File: src/dtp_pkg.sv
// Shared types, codes and constants of the duration text parser.
package dtp_pkg;

    localparam int VALUE_BITS_DEF = 48;
    localparam int INDEX_BITS_DEF = 16;

    localparam int TOTAL_BITS  = 48;
    localparam int STATUS_BITS = 2;
    localparam int POS_BITS    = 16;
    localparam int CHAR_BITS   = 8;
    localparam int ARG_BITS    = 4;

    localparam int RADIX         = 10;
    localparam int SECS_PER_MIN  = 60;
    localparam int MINS_PER_HOUR = 60;
    localparam int HOURS_PER_DAY = 24;
    localparam int SECS_PER_HOUR = SECS_PER_MIN * MINS_PER_HOUR;
    localparam int SECS_PER_DAY  = SECS_PER_HOUR * HOURS_PER_DAY;
    localparam int MULT_BITS     = $clog2(SECS_PER_DAY + 1);

    localparam logic [CHAR_BITS-1:0] CH_END  = 8'h00;
    localparam logic [CHAR_BITS-1:0] CH_ZERO = 8'h30;
    localparam logic [CHAR_BITS-1:0] CH_NINE = 8'h39;
    localparam logic [CHAR_BITS-1:0] CH_MIN  = 8'h6d;
    localparam logic [CHAR_BITS-1:0] CH_HOUR = 8'h68;
    localparam logic [CHAR_BITS-1:0] CH_DAY  = 8'h64;

    localparam logic [1:0] KIND_DIGIT = 2'd0;
    localparam logic [1:0] KIND_UNIT  = 2'd1;
    localparam logic [1:0] KIND_TERM  = 2'd2;

    localparam logic [ARG_BITS-1:0] UNIT_MIN  = 4'd0;
    localparam logic [ARG_BITS-1:0] UNIT_HOUR = 4'd1;
    localparam logic [ARG_BITS-1:0] UNIT_DAY  = 4'd2;

    localparam logic [STATUS_BITS-1:0] STATUS_OK       = 2'd0;
    localparam logic [STATUS_BITS-1:0] STATUS_ILLEGAL  = 2'd1;
    localparam logic [STATUS_BITS-1:0] STATUS_OVERFLOW = 2'd2;

    localparam int MID_DEPTH = 4;
    localparam int OUT_DEPTH = 2;

    typedef struct packed {
        logic [1:0]          kind;
        logic [ARG_BITS-1:0] arg;
        logic                err;
    } cmd_t;

    localparam int CMD_BITS = $bits(cmd_t);

    typedef struct packed {
        logic [TOTAL_BITS-1:0]  total_seconds;
        logic [STATUS_BITS-1:0] status;
        logic [POS_BITS-1:0]    bad_position;
    } result_t;

    localparam int RESULT_BITS = $bits(result_t);

endpackage

File: src/duration_text_parser.sv
// Top level of the duration text parser: front end, command queue, back end, result queue.
//
// Usage: feed a string such as 12d3h40m15 one character per word on ch, with
// push; a word is taken at a clock edge where push is high and full is low.
// A zero byte ends the string and produces exactly one result word; no other
// character produces one. Results sit on total_seconds, status and
// bad_position while empty is low and are taken at an edge with pop high.
// status is ok, illegal character (total zero, bad_position gives the 1-based
// place of the first bad character) or overflow (total saturated).
// Throughput: one character per cycle while the result queue has room; the limit is the
// single multiply-add on the pending number in the back end, one command a cycle.
// Path: a taken terminator passes the command queue, the term register of the back end
// and the result queue, each registered, before its result appears.
// Stall: while pop stays low the two-entry result queue fills, the back end
// holds terminators, the four-entry command queue fills and full rises.
// Digits still drain into the pending number behind a held terminator; a unit
// waits until the terminator leaves.
// Reset: rst_n clears every count, total, queue and state flag at once (the term
// register's data is not reset); the block takes characters once reset is released.
module duration_text_parser #(
    parameter int VALUE_BITS = dtp_pkg::VALUE_BITS_DEF,
    parameter int INDEX_BITS = dtp_pkg::INDEX_BITS_DEF
) (
    input  logic                             clk,
    input  logic                             rst_n,
    input  logic                             push,
    input  logic [dtp_pkg::CHAR_BITS-1:0]    ch,
    output logic                             full,
    input  logic                             pop,
    output logic                             empty,
    output logic [dtp_pkg::TOTAL_BITS-1:0]   total_seconds,
    output logic [dtp_pkg::STATUS_BITS-1:0]  status,
    output logic [dtp_pkg::POS_BITS-1:0]     bad_position
);

    localparam int MID_BITS = dtp_pkg::CMD_BITS + INDEX_BITS;

    // Command queue between front and back
    logic                mid_push;
    logic [MID_BITS-1:0] mid_wdata;
    logic                mid_full;
    logic                mid_pop;
    logic [MID_BITS-1:0] mid_rdata;
    logic                mid_empty;

    // Result queue toward the receiver
    logic                                out_push;
    dtp_pkg::result_t                    out_word;
    logic                                out_full;
    logic [dtp_pkg::RESULT_BITS-1:0]     out_rdata;
    dtp_pkg::result_t                    res;

    dtp_front #(
        .INDEX_BITS (INDEX_BITS)
    ) u_front (
        .clk      (clk),
        .rst_n    (rst_n),
        .push     (push),
        .ch       (ch),
        .full     (full),
        .mid_push (mid_push),
        .mid_word (mid_wdata),
        .mid_full (mid_full)
    );

    dtp_fifo #(
        .WIDTH (MID_BITS),
        .DEPTH (dtp_pkg::MID_DEPTH)
    ) u_mid_fifo (
        .clk   (clk),
        .rst_n (rst_n),
        .push  (mid_push),
        .wdata (mid_wdata),
        .full  (mid_full),
        .pop   (mid_pop),
        .rdata (mid_rdata),
        .empty (mid_empty)
    );

    dtp_back #(
        .VALUE_BITS (VALUE_BITS),
        .INDEX_BITS (INDEX_BITS)
    ) u_back (
        .clk       (clk),
        .rst_n     (rst_n),
        .mid_empty (mid_empty),
        .mid_word  (mid_rdata),
        .mid_pop   (mid_pop),
        .out_push  (out_push),
        .out_word  (out_word),
        .out_full  (out_full)
    );

    // Hold finished results here until the receiver pops them.
    dtp_fifo #(
        .WIDTH (dtp_pkg::RESULT_BITS),
        .DEPTH (dtp_pkg::OUT_DEPTH)
    ) u_out_fifo (
        .clk   (clk),
        .rst_n (rst_n),
        .push  (out_push),
        .wdata (out_word),
        .full  (out_full),
        .pop   (pop),
        .rdata (out_rdata),
        .empty (empty)
    );

    assign res           = dtp_pkg::result_t'(out_rdata);
    assign total_seconds = res.total_seconds;
    assign status        = res.status;
    assign bad_position  = res.bad_position;

endmodule

File: src/dtp_fifo.sv
// Small register-based first-in first-out queue.
module dtp_fifo #(
    parameter int WIDTH = 8,
    parameter int DEPTH = 4
) (
    input  logic             clk,
    input  logic             rst_n,
    input  logic             push,
    input  logic [WIDTH-1:0] wdata,
    output logic             full,
    input  logic             pop,
    output logic [WIDTH-1:0] rdata,
    output logic             empty
);

    localparam int PTR_BITS = (DEPTH > 1) ? $clog2(DEPTH) : 1;
    localparam int CNT_BITS = $clog2(DEPTH + 1);

    logic [WIDTH-1:0]    mem_reg [DEPTH];
    logic [PTR_BITS-1:0] wr_ptr_reg, wr_ptr_next;
    logic [PTR_BITS-1:0] rd_ptr_reg, rd_ptr_next;
    logic [CNT_BITS-1:0] count_reg, count_next;
    logic                do_push, do_pop;

    assign full    = (count_reg == CNT_BITS'(DEPTH));
    assign empty   = (count_reg == '0);
    assign do_push = push && !full;
    assign do_pop  = pop && !empty;
    assign rdata   = mem_reg[rd_ptr_reg];

    always_comb
    begin
        wr_ptr_next = wr_ptr_reg;
        rd_ptr_next = rd_ptr_reg;
        count_next  = count_reg;
        if (do_push)
        begin
            wr_ptr_next = (wr_ptr_reg == PTR_BITS'(DEPTH - 1)) ? '0 : wr_ptr_reg + 1'b1;
        end
        if (do_pop)
        begin
            rd_ptr_next = (rd_ptr_reg == PTR_BITS'(DEPTH - 1)) ? '0 : rd_ptr_reg + 1'b1;
        end
        if (do_push && !do_pop)
        begin
            count_next = count_reg + 1'b1;
        end
        else if (do_pop && !do_push)
        begin
            count_next = count_reg - 1'b1;
        end
    end

    always_ff @(posedge clk or negedge rst_n)
    begin
        if (!rst_n)
        begin
            wr_ptr_reg <= '0;
            rd_ptr_reg <= '0;
            count_reg  <= '0;
        end
        else
        begin
            wr_ptr_reg <= wr_ptr_next;
            rd_ptr_reg <= rd_ptr_next;
            count_reg  <= count_next;
        end
    end

    always_ff @(posedge clk)
    begin
        if (do_push)
        begin
            mem_reg[wr_ptr_reg] <= wdata;
        end
    end

endmodule

File: src/dtp_front.sv
// Front end: accept characters, classify them, track position and errors.
module dtp_front #(
    parameter int INDEX_BITS = dtp_pkg::INDEX_BITS_DEF
) (
    input  logic                                   clk,
    input  logic                                   rst_n,
    input  logic                                   push,
    input  logic [dtp_pkg::CHAR_BITS-1:0]          ch,
    output logic                                   full,
    output logic                                   mid_push,
    output logic [dtp_pkg::CMD_BITS+INDEX_BITS-1:0] mid_word,
    input  logic                                   mid_full
);

    localparam logic [INDEX_BITS-1:0] INDEX_MAX = '1;

    logic [INDEX_BITS-1:0] char_index_reg, char_index_next;
    logic [INDEX_BITS-1:0] error_index_reg, error_index_next;
    logic                  error_seen_reg, error_seen_next;
    logic [INDEX_BITS-1:0] index_inc;
    logic                  accept;
    logic                  is_end, is_digit, is_unit;
    dtp_pkg::cmd_t         cmd;

    assign full     = mid_full;
    assign accept   = push && !mid_full;
    assign is_end   = (ch == dtp_pkg::CH_END);
    assign is_digit = (ch >= dtp_pkg::CH_ZERO) && (ch <= dtp_pkg::CH_NINE);
    assign is_unit  = (ch == dtp_pkg::CH_MIN) || (ch == dtp_pkg::CH_HOUR)
                   || (ch == dtp_pkg::CH_DAY);
    // Hold the position once it reaches its ceiling.
    assign index_inc = (char_index_reg == INDEX_MAX) ? char_index_reg
                                                     : char_index_reg + 1'b1;

    always_comb
    begin
        cmd.kind = dtp_pkg::KIND_DIGIT;
        cmd.arg  = dtp_pkg::ARG_BITS'(ch - dtp_pkg::CH_ZERO);
        cmd.err  = error_seen_reg;
        priority if (is_end)
        begin
            cmd.kind = dtp_pkg::KIND_TERM;
            cmd.arg  = '0;
        end
        else if (ch == dtp_pkg::CH_MIN)
        begin
            cmd.kind = dtp_pkg::KIND_UNIT;
            cmd.arg  = dtp_pkg::UNIT_MIN;
        end
        else if (ch == dtp_pkg::CH_HOUR)
        begin
            cmd.kind = dtp_pkg::KIND_UNIT;
            cmd.arg  = dtp_pkg::UNIT_HOUR;
        end
        else if (ch == dtp_pkg::CH_DAY)
        begin
            cmd.kind = dtp_pkg::KIND_UNIT;
            cmd.arg  = dtp_pkg::UNIT_DAY;
        end
        else
        begin
            cmd.kind = dtp_pkg::KIND_DIGIT;
        end
    end

    // Forward terminators always, digits and units only before an error; drop everything else.
    assign mid_push = accept && (is_end || (!error_seen_reg && (is_digit || is_unit)));
    assign mid_word = {error_index_reg, cmd};

    always_comb
    begin
        char_index_next  = char_index_reg;
        error_index_next = error_index_reg;
        error_seen_next  = error_seen_reg;
        if (accept)
        begin
            if (is_end)
            begin
                char_index_next  = '0;
                error_index_next = '0;
                error_seen_next  = 1'b0;
            end
            else if (!error_seen_reg)
            begin
                char_index_next = index_inc;
                if (!is_digit && !is_unit)
                begin
                    error_seen_next  = 1'b1;
                    error_index_next = index_inc;
                end
            end
        end
    end

    always_ff @(posedge clk or negedge rst_n)
    begin
        if (!rst_n)
        begin
            char_index_reg  <= '0;
            error_index_reg <= '0;
            error_seen_reg  <= 1'b0;
        end
        else
        begin
            char_index_reg  <= char_index_next;
            error_index_reg <= error_index_next;
            error_seen_reg  <= error_seen_next;
        end
    end

endmodule

File: src/dtp_back.sv
// Back end: build numbers, scale unit terms, accumulate and form results.
module dtp_back #(
    parameter int VALUE_BITS = dtp_pkg::VALUE_BITS_DEF,
    parameter int INDEX_BITS = dtp_pkg::INDEX_BITS_DEF
) (
    input  logic                                   clk,
    input  logic                                   rst_n,
    input  logic                                   mid_empty,
    input  logic [dtp_pkg::CMD_BITS+INDEX_BITS-1:0] mid_word,
    output logic                                   mid_pop,
    output logic                                   out_push,
    output dtp_pkg::result_t                       out_word,
    input  logic                                   out_full
);

    localparam int VB = VALUE_BITS;
    localparam int MB = dtp_pkg::MULT_BITS;
    localparam int DW = VB + dtp_pkg::ARG_BITS;
    localparam int PW = VB + MB;
    localparam logic [VB-1:0] VALUE_MAX = '1;

    dtp_pkg::cmd_t         cmd;
    logic [INDEX_BITS-1:0] cmd_pos;

    // Stage A: pending number
    logic [VB-1:0] pending_reg, pending_next;
    logic          ovf_a_reg, ovf_a_next;
    logic [DW-1:0] digit_wide;
    logic          digit_ovf;
    logic [VB-1:0] digit_val;
    logic [MB-1:0] mult;
    logic [PW-1:0] prod_wide;
    logic          prod_ovf;
    logic [VB-1:0] prod_val;
    logic          a_take;

    // Stage B: term register and running total
    logic                  b_valid_reg, b_valid_next;
    logic                  b_is_term_reg;
    logic [VB-1:0]         b_val_reg;
    logic                  b_ovf_reg;
    logic                  b_err_reg;
    logic [INDEX_BITS-1:0] b_pos_reg;
    logic                  b_load;
    logic                  ld_is_term;
    logic [VB-1:0]         ld_val;
    logic                  ld_ovf;
    logic                  b_go, b_free;

    logic [VB-1:0] total_reg, total_next;
    logic          ovf_b_reg, ovf_b_next;
    logic [VB:0]   sum_wide;
    logic          sum_ovf;
    logic [VB-1:0] sum_val;
    logic [63:0]   total_ext;
    logic [31:0]   pos_ext;

    assign cmd     = dtp_pkg::cmd_t'(mid_word[dtp_pkg::CMD_BITS-1:0]);
    assign cmd_pos = mid_word[dtp_pkg::CMD_BITS +: INDEX_BITS];

    // pending * 10 + digit, saturated
    assign digit_wide = (DW'(pending_reg) << 3) + (DW'(pending_reg) << 1) + DW'(cmd.arg);
    assign digit_ovf  = |digit_wide[DW-1:VB];
    assign digit_val  = digit_ovf ? VALUE_MAX : digit_wide[VB-1:0];

    always_comb
    begin
        unique case (cmd.arg)
            dtp_pkg::UNIT_HOUR: mult = MB'(dtp_pkg::SECS_PER_HOUR);
            dtp_pkg::UNIT_DAY:  mult = MB'(dtp_pkg::SECS_PER_DAY);
            default:            mult = MB'(dtp_pkg::SECS_PER_MIN);
        endcase
    end

    assign prod_wide = PW'(pending_reg) * PW'(mult);
    assign prod_ovf  = |prod_wide[PW-1:VB];
    assign prod_val  = prod_ovf ? VALUE_MAX : prod_wide[VB-1:0];

    // Stall only terminators on a full result queue.
    assign b_go    = b_valid_reg && (!b_is_term_reg || !out_full);
    assign b_free  = !b_valid_reg || b_go;
    assign a_take  = !mid_empty && ((cmd.kind == dtp_pkg::KIND_DIGIT) || b_free);
    assign mid_pop = a_take;

    always_comb
    begin
        pending_next = pending_reg;
        ovf_a_next   = ovf_a_reg;
        b_load       = 1'b0;
        ld_is_term   = 1'b0;
        ld_val       = prod_val;
        ld_ovf       = prod_ovf;
        if (a_take)
        begin
            unique case (cmd.kind)
                dtp_pkg::KIND_DIGIT:
                begin
                    pending_next = digit_val;
                    ovf_a_next   = ovf_a_reg || digit_ovf;
                end
                dtp_pkg::KIND_UNIT:
                begin
                    pending_next = '0;
                    b_load       = 1'b1;
                end
                dtp_pkg::KIND_TERM:
                begin
                    pending_next = '0;
                    ovf_a_next   = 1'b0;
                    b_load       = 1'b1;
                    ld_is_term   = 1'b1;
                    ld_val       = pending_reg;
                    ld_ovf       = ovf_a_reg;
                end
                default:
                begin
                    pending_next = pending_reg;
                end
            endcase
        end
        b_valid_next = b_load ? 1'b1 : (b_go ? 1'b0 : b_valid_reg);
    end

    // Stage B: add the term, saturated
    assign sum_wide  = {1'b0, total_reg} + {1'b0, b_val_reg};
    assign sum_ovf   = sum_wide[VB];
    assign sum_val   = sum_ovf ? VALUE_MAX : sum_wide[VB-1:0];
    assign total_ext = 64'(sum_val);
    assign pos_ext   = 32'(b_pos_reg);

    always_comb
    begin
        total_next = total_reg;
        ovf_b_next = ovf_b_reg;
        out_push   = 1'b0;
        if (b_err_reg)
        begin
            out_word.total_seconds = '0;
            out_word.status        = dtp_pkg::STATUS_ILLEGAL;
            out_word.bad_position  = pos_ext[dtp_pkg::POS_BITS-1:0];
        end
        else
        begin
            out_word.total_seconds = total_ext[dtp_pkg::TOTAL_BITS-1:0];
            out_word.status        = (ovf_b_reg || b_ovf_reg || sum_ovf)
                                   ? dtp_pkg::STATUS_OVERFLOW : dtp_pkg::STATUS_OK;
            out_word.bad_position  = '0;
        end
        if (b_go)
        begin
            if (b_is_term_reg)
            begin
                total_next = '0;
                ovf_b_next = 1'b0;
                out_push   = 1'b1;
            end
            else
            begin
                total_next = sum_val;
                ovf_b_next = ovf_b_reg || b_ovf_reg || sum_ovf;
            end
        end
    end

    always_ff @(posedge clk or negedge rst_n)
    begin
        if (!rst_n)
        begin
            pending_reg <= '0;
            ovf_a_reg   <= 1'b0;
            b_valid_reg <= 1'b0;
            total_reg   <= '0;
            ovf_b_reg   <= 1'b0;
        end
        else
        begin
            pending_reg <= pending_next;
            ovf_a_reg   <= ovf_a_next;
            b_valid_reg <= b_valid_next;
            total_reg   <= total_next;
            ovf_b_reg   <= ovf_b_next;
        end
    end

    always_ff @(posedge clk)
    begin
        if (b_load)
        begin
            b_is_term_reg <= ld_is_term;
            b_val_reg     <= ld_val;
            b_ovf_reg     <= ld_ovf;
            b_err_reg     <= cmd.err;
            b_pos_reg     <= cmd_pos;
        end
    end

    a_pending_clear: assert property (@(posedge clk) disable iff (!rst_n)
        a_take && (cmd.kind != dtp_pkg::KIND_DIGIT) |=> (pending_reg == '0))
        else $error("pending number not cleared after unit or terminator");

    a_digit_sat: assert property (@(posedge clk) disable iff (!rst_n)
        a_take && (cmd.kind == dtp_pkg::KIND_DIGIT) && digit_ovf
        |=> (pending_reg == VALUE_MAX) && ovf_a_reg)
        else $error("pending number overflow not saturated and flagged");

    a_total_clear: assert property (@(posedge clk) disable iff (!rst_n)
        b_go && b_is_term_reg |=> (total_reg == '0) && !ovf_b_reg)
        else $error("running total not cleared after a result");

    a_term_hold: assert property (@(posedge clk) disable iff (!rst_n)
        b_valid_reg && !b_go |=> b_valid_reg && $stable(b_val_reg))
        else $error("stalled term lost or changed");

    a_push_room: assert property (@(posedge clk) disable iff (!rst_n)
        out_push |-> !out_full)
        else $error("result pushed into a full queue");

endmodule
File: config.mk
export PLATFORM = sky130hd
export DESIGN_NAME = duration_text_parser
export DESIGN_NICKNAME = d
export VERILOG_FILES = /design/src/dtp_pkg.sv /design/src/duration_text_parser.sv /design/src/dtp_fifo.sv /design/src/dtp_front.sv /design/src/dtp_back.sv
export SDC_FILE = /design/constraint.sdc
export NUM_CORES = 2
export LEC_CHECK = 0
export BUFFER_PORTS_ARGS = -buffer_cell sky130_fd_sc_hd__buf_2
export CORE_ASPECT_RATIO = 0.6
export CORE_MARGIN = 8
export CORE_UTILIZATION = 45
export CTS_BUF_LIST = sky130_fd_sc_hd__clkbuf_8
export CTS_CLUSTER_SIZE = 16
export DETAILED_ROUTE_END_ITERATION = 12
export GPL_TIMING_DRIVEN = 0
export PLACE_DENSITY = 0.63
export SYNTH_ARGS = -nofsm -noshare
export SYNTH_HDL_FRONTEND = slang
export SYNTH_SLANG_ARGS = --single-unit
File: constraint.sdc
create_clock -name clk -period 9.1 [get_ports clk]
set_input_delay 1.365 -clock clk [delete_from_list [all_inputs] [get_ports clk]]
set_output_delay 1.365 -clock clk [all_outputs]
set_load 0.005 [all_outputs]
==> metrics.txt <==
vias in the first global route=approximately 30000; most common library cell in the layout ignoring fill and taps=sky130_fd_sc_hd__inv_1; final core utilization=around 50%; Overflow after GRT=0; clock tree from TritonCTS=done; CTS Sinks=about 430; setup clock skew after layout=between 0.07 and 0.08 ns; register bit total from synthesis=between 400 and 500; number of max-slew violations in the final report=0; antenna violations before repair=1; post-synthesis async set-or-reset flop share=between 30% and 40%; clock network latency to the later pin of the worst-skew pair=between 0.7 and 0.8 ns; cell count of the worst reg-to-reg path=35; slew at the pin closest to its max-slew limit=between 1 and 1.5 ns; number of warnings issued by yosys=0; flip-flop count of the largest register, all copies and words added=about 130; share of synthesized area occupied by flip-flops and latches=28.93%; via density per instance=5.540; area of all placed cells without fillers=approximately 47000 um^2; minimum clock period=roughly 8.8 ns; iteration count of the initial detailed-routing pass=5; global-route wire length before repair=186900 um; overall routing resource usage=between 20% and 30%; clock slew seen by the registers of the worst setup and hold paths=roughly 0.070 ns; final worst path period share=between 90% and 100%; critical path required time=9.54 ns; Detailed Place HPWL=roughly 100000 um; top achievable clock speed=about 110 MHz; count of cells along the worst hold path=1; final number of setup-violating endpoints=0; Wirelength per Cell=21.35 um; number of DRC markers in iteration 0=approximately 3100; total number of vias=approximately 32000; commonest non-fill, non-tap cells in the layout=632 x sky130_fd_sc_hd__inv_1, 438 x sky130_fd_sc_hd__ha_1, 421 x sky130_fd_sc_hd__fa_1; gpl congestion=about 0.97; Worst Slack Setup Final=about 0.25 ns; setup slack at placement=-2.162 ns; CORE AREA=around 94000 um^2; effective utilization at floorplan=a little under half; share of cells above drive strength 1=between 10% and 20%; number of flops mapped to enable cells by yosys=~290; Avg Inst Size Synth=between 10 and 15 um^2; number of clock buffers inserted by TritonCTS=66; kind of cell with the highest combined delay on the critical path=adder cells; area overhead of the layout relative to synthesis=10.59%; count of input and output buffers=between 70 and 80; final number of hold-violating endpoints=0; Max-Slew Margin vs Limit=11.78%; std cell rows=slightly below 90; leading register cell type out of synthesis=sky130_fd_sc_hd__edfxtp_1; status=finished, final reports clean; maximum clock insertion buffer count=3; die span in x=between 400 and 500 um; arrival time reported for the critical path endpoint=about 9.3 ns; wire length reported by the detailed router=121600 um; gate count of the mapped netlist=roughly 4200; number of violations of the max-capacitance limit=0; antenna viol nets, final=0; H-tree lvl count=3; Vert. Die Dim=between 200 and 300 um; placed inst area=44790 um^2; maximum fanout along the worst path=10; clock tree root buffer cell=sky130_fd_sc_hd__clkbuf_8; Critical Path Slowest Stage Cell=sky130_fd_sc_hd__mux4_2; class of the most critical hold timing path=reg2reg; Mapped Area=42570 um^2; number of buffer and inverter stages on the critical path=13; post-route DRC violation count=0; net count reported at finish=around 5300; area of the die=approximately 110000 um^2; Crit Path Class=reg2reg; logic depth of the worst path, buffers included=35; ports placed on the boundary=80; highest cell delay on the worst timing path=between 0.6 and 0.7 ns; most frequent cell on the critical path=sky130_fd_sc_hd__fa_1; unique cell type count in the Yosys netlist=86; fill cell count=approximately 8600; largest net degree at the start of global routing=96; critical path startpoint category=flip-flop; Worst Setup End Kind=flip-flop
-- repair_timing --
item,4_1_cts,5_1_grt
pin swaps,11,50
gates resized for setup,66,139
setup endpoints to repair,49,49
hold buffers,0,0
gates cloned,0,1
buffers inserted,11,24
-- synth_stat cells (18+ instances only) --
master	count	area, um^2
sky130_fd_sc_hd__inv_1	615	2308
sky130_fd_sc_hd__ha_1	451	5643
sky130_fd_sc_hd__fa_1	423	8468
sky130_fd_sc_hd__nand2_1	366	1374
sky130_fd_sc_hd__edfxtp_1	291	8738
sky130_fd_sc_hd__a21oi_1	248	1241
sky130_fd_sc_hd__o21ai_0	180	900.9
sky130_fd_sc_hd__nor2_1	167	626.9
sky130_fd_sc_hd__a21o_1	150	1126
sky130_fd_sc_hd__clkbuf_1	144	540.5
sky130_fd_sc_hd__dfrtp_1	143	3578
sky130_fd_sc_hd__xnor2_1	140	1226
sky130_fd_sc_hd__and2_1	103	644.4
sky130_fd_sc_hd__mux2_2	68	765.7
sky130_fd_sc_hd__xor2_1	63	551.8
sky130_fd_sc_hd__nand3_1	51	255.2
sky130_fd_sc_hd__o22a_1	47	411.6
sky130_fd_sc_hd__nand4_1	46	287.8
sky130_fd_sc_hd__a31o_2	38	332.8
sky130_fd_sc_hd__buf_1	34	127.6
sky130_fd_sc_hd__and3_1	30	187.7
sky130_fd_sc_hd__o21a_1	29	217.7
sky130_fd_sc_hd__nor2b_1	28	175.2
sky130_fd_sc_hd__nor3_1	27	135.1
sky130_fd_sc_hd__a31oi_1	24	150.1
sky130_fd_sc_hd__o21bai_1	24	180.2
sky130_fd_sc_hd__mux4_2	23	518.0
sky130_fd_sc_hd__o211ai_1	19	142.6
sky130_fd_sc_hd__buf_2	18	90.09
-- area by class of cell --
class                           count  area, um^2  share of cell area, %
Clock buffer                       73        1005                  2.134
Sequential cell                   434       12320                  26.16
Buffer                            189       867.1                  1.842
Inverter                          616        2312                  4.911
Clock inverter                     47       316.6                 0.6724
Multi-Input combinational cell   2968       27860                  59.18
Tap cell                         1246        1559                  3.311
Antenna cell                        3       7.507                0.01595
Timing Repair Buffer              121       833.3                  1.770
-- cells by family (layout without fill, tap and decap cells) --
| logic type | Yosys count | in the layout | synth area share [%] |
|---|---|---|---|
| buffers and inverters | 815 | 1046 | 7.262 |
| and+or+nand+nor | 873 | 873 | 9.611 |
| adders and majority gates | 874 | 874 | 33.15 |
| muxes | 97 | 97 | 3.157 |
| other | 2 | 37 | 0.01764 |
| xor gates and xnor gates | 203 | 203 | 4.176 |
| AOI/OAI and AO/OA | 887 | 887 | 13.70 |
| DFF | 434 | 434 | 28.93 |
-- per-stage QoR --
stage          hold WS, ns  TNS [ns]  std cells
5_1_grt             0.5018    -3.063       5696
3_5_place_dp        0.4723    -95.99       5547
6_report            0.4847         0       5697
2_1_floorplan       0.4547         0       4217
3_3_place_gp        0.4644    -96.47       5542
4_1_cts             0.4866         0       5670
-- final timing paths --
path	slack [ns]	end	start
min reg2reg	0.48	u_back.total_reg[6]	u_back.total_reg[6]
max in group asynchronous	7.59	u_back.total_reg[44]	rst_n
max reg2reg	0.25	u_back.b_val_reg[40]	u_mid_fifo.rd_ptr_reg[0]
min in group asynchronous	0.53	u_back.pending_reg[1]	rst_n
min	0.48	u_back.total_reg[6]	u_back.total_reg[6]
max	0.25	u_back.b_val_reg[40]	u_mid_fifo.rd_ptr_reg[0]
-- routing by layer --
metal	vias to the layer above	GRT usage [%]	part of all wire, %
met5	-	0	0
met4	0	3.715	1.4
met3	116	9.705	13
met2	1329	27.54	34
met1	15480	37.33	52
li1	14640	-	-
Power is left out: the tool's default activity adds up to more than one toggle a clock period on the data nets, which glitch-free logic cannot reach.
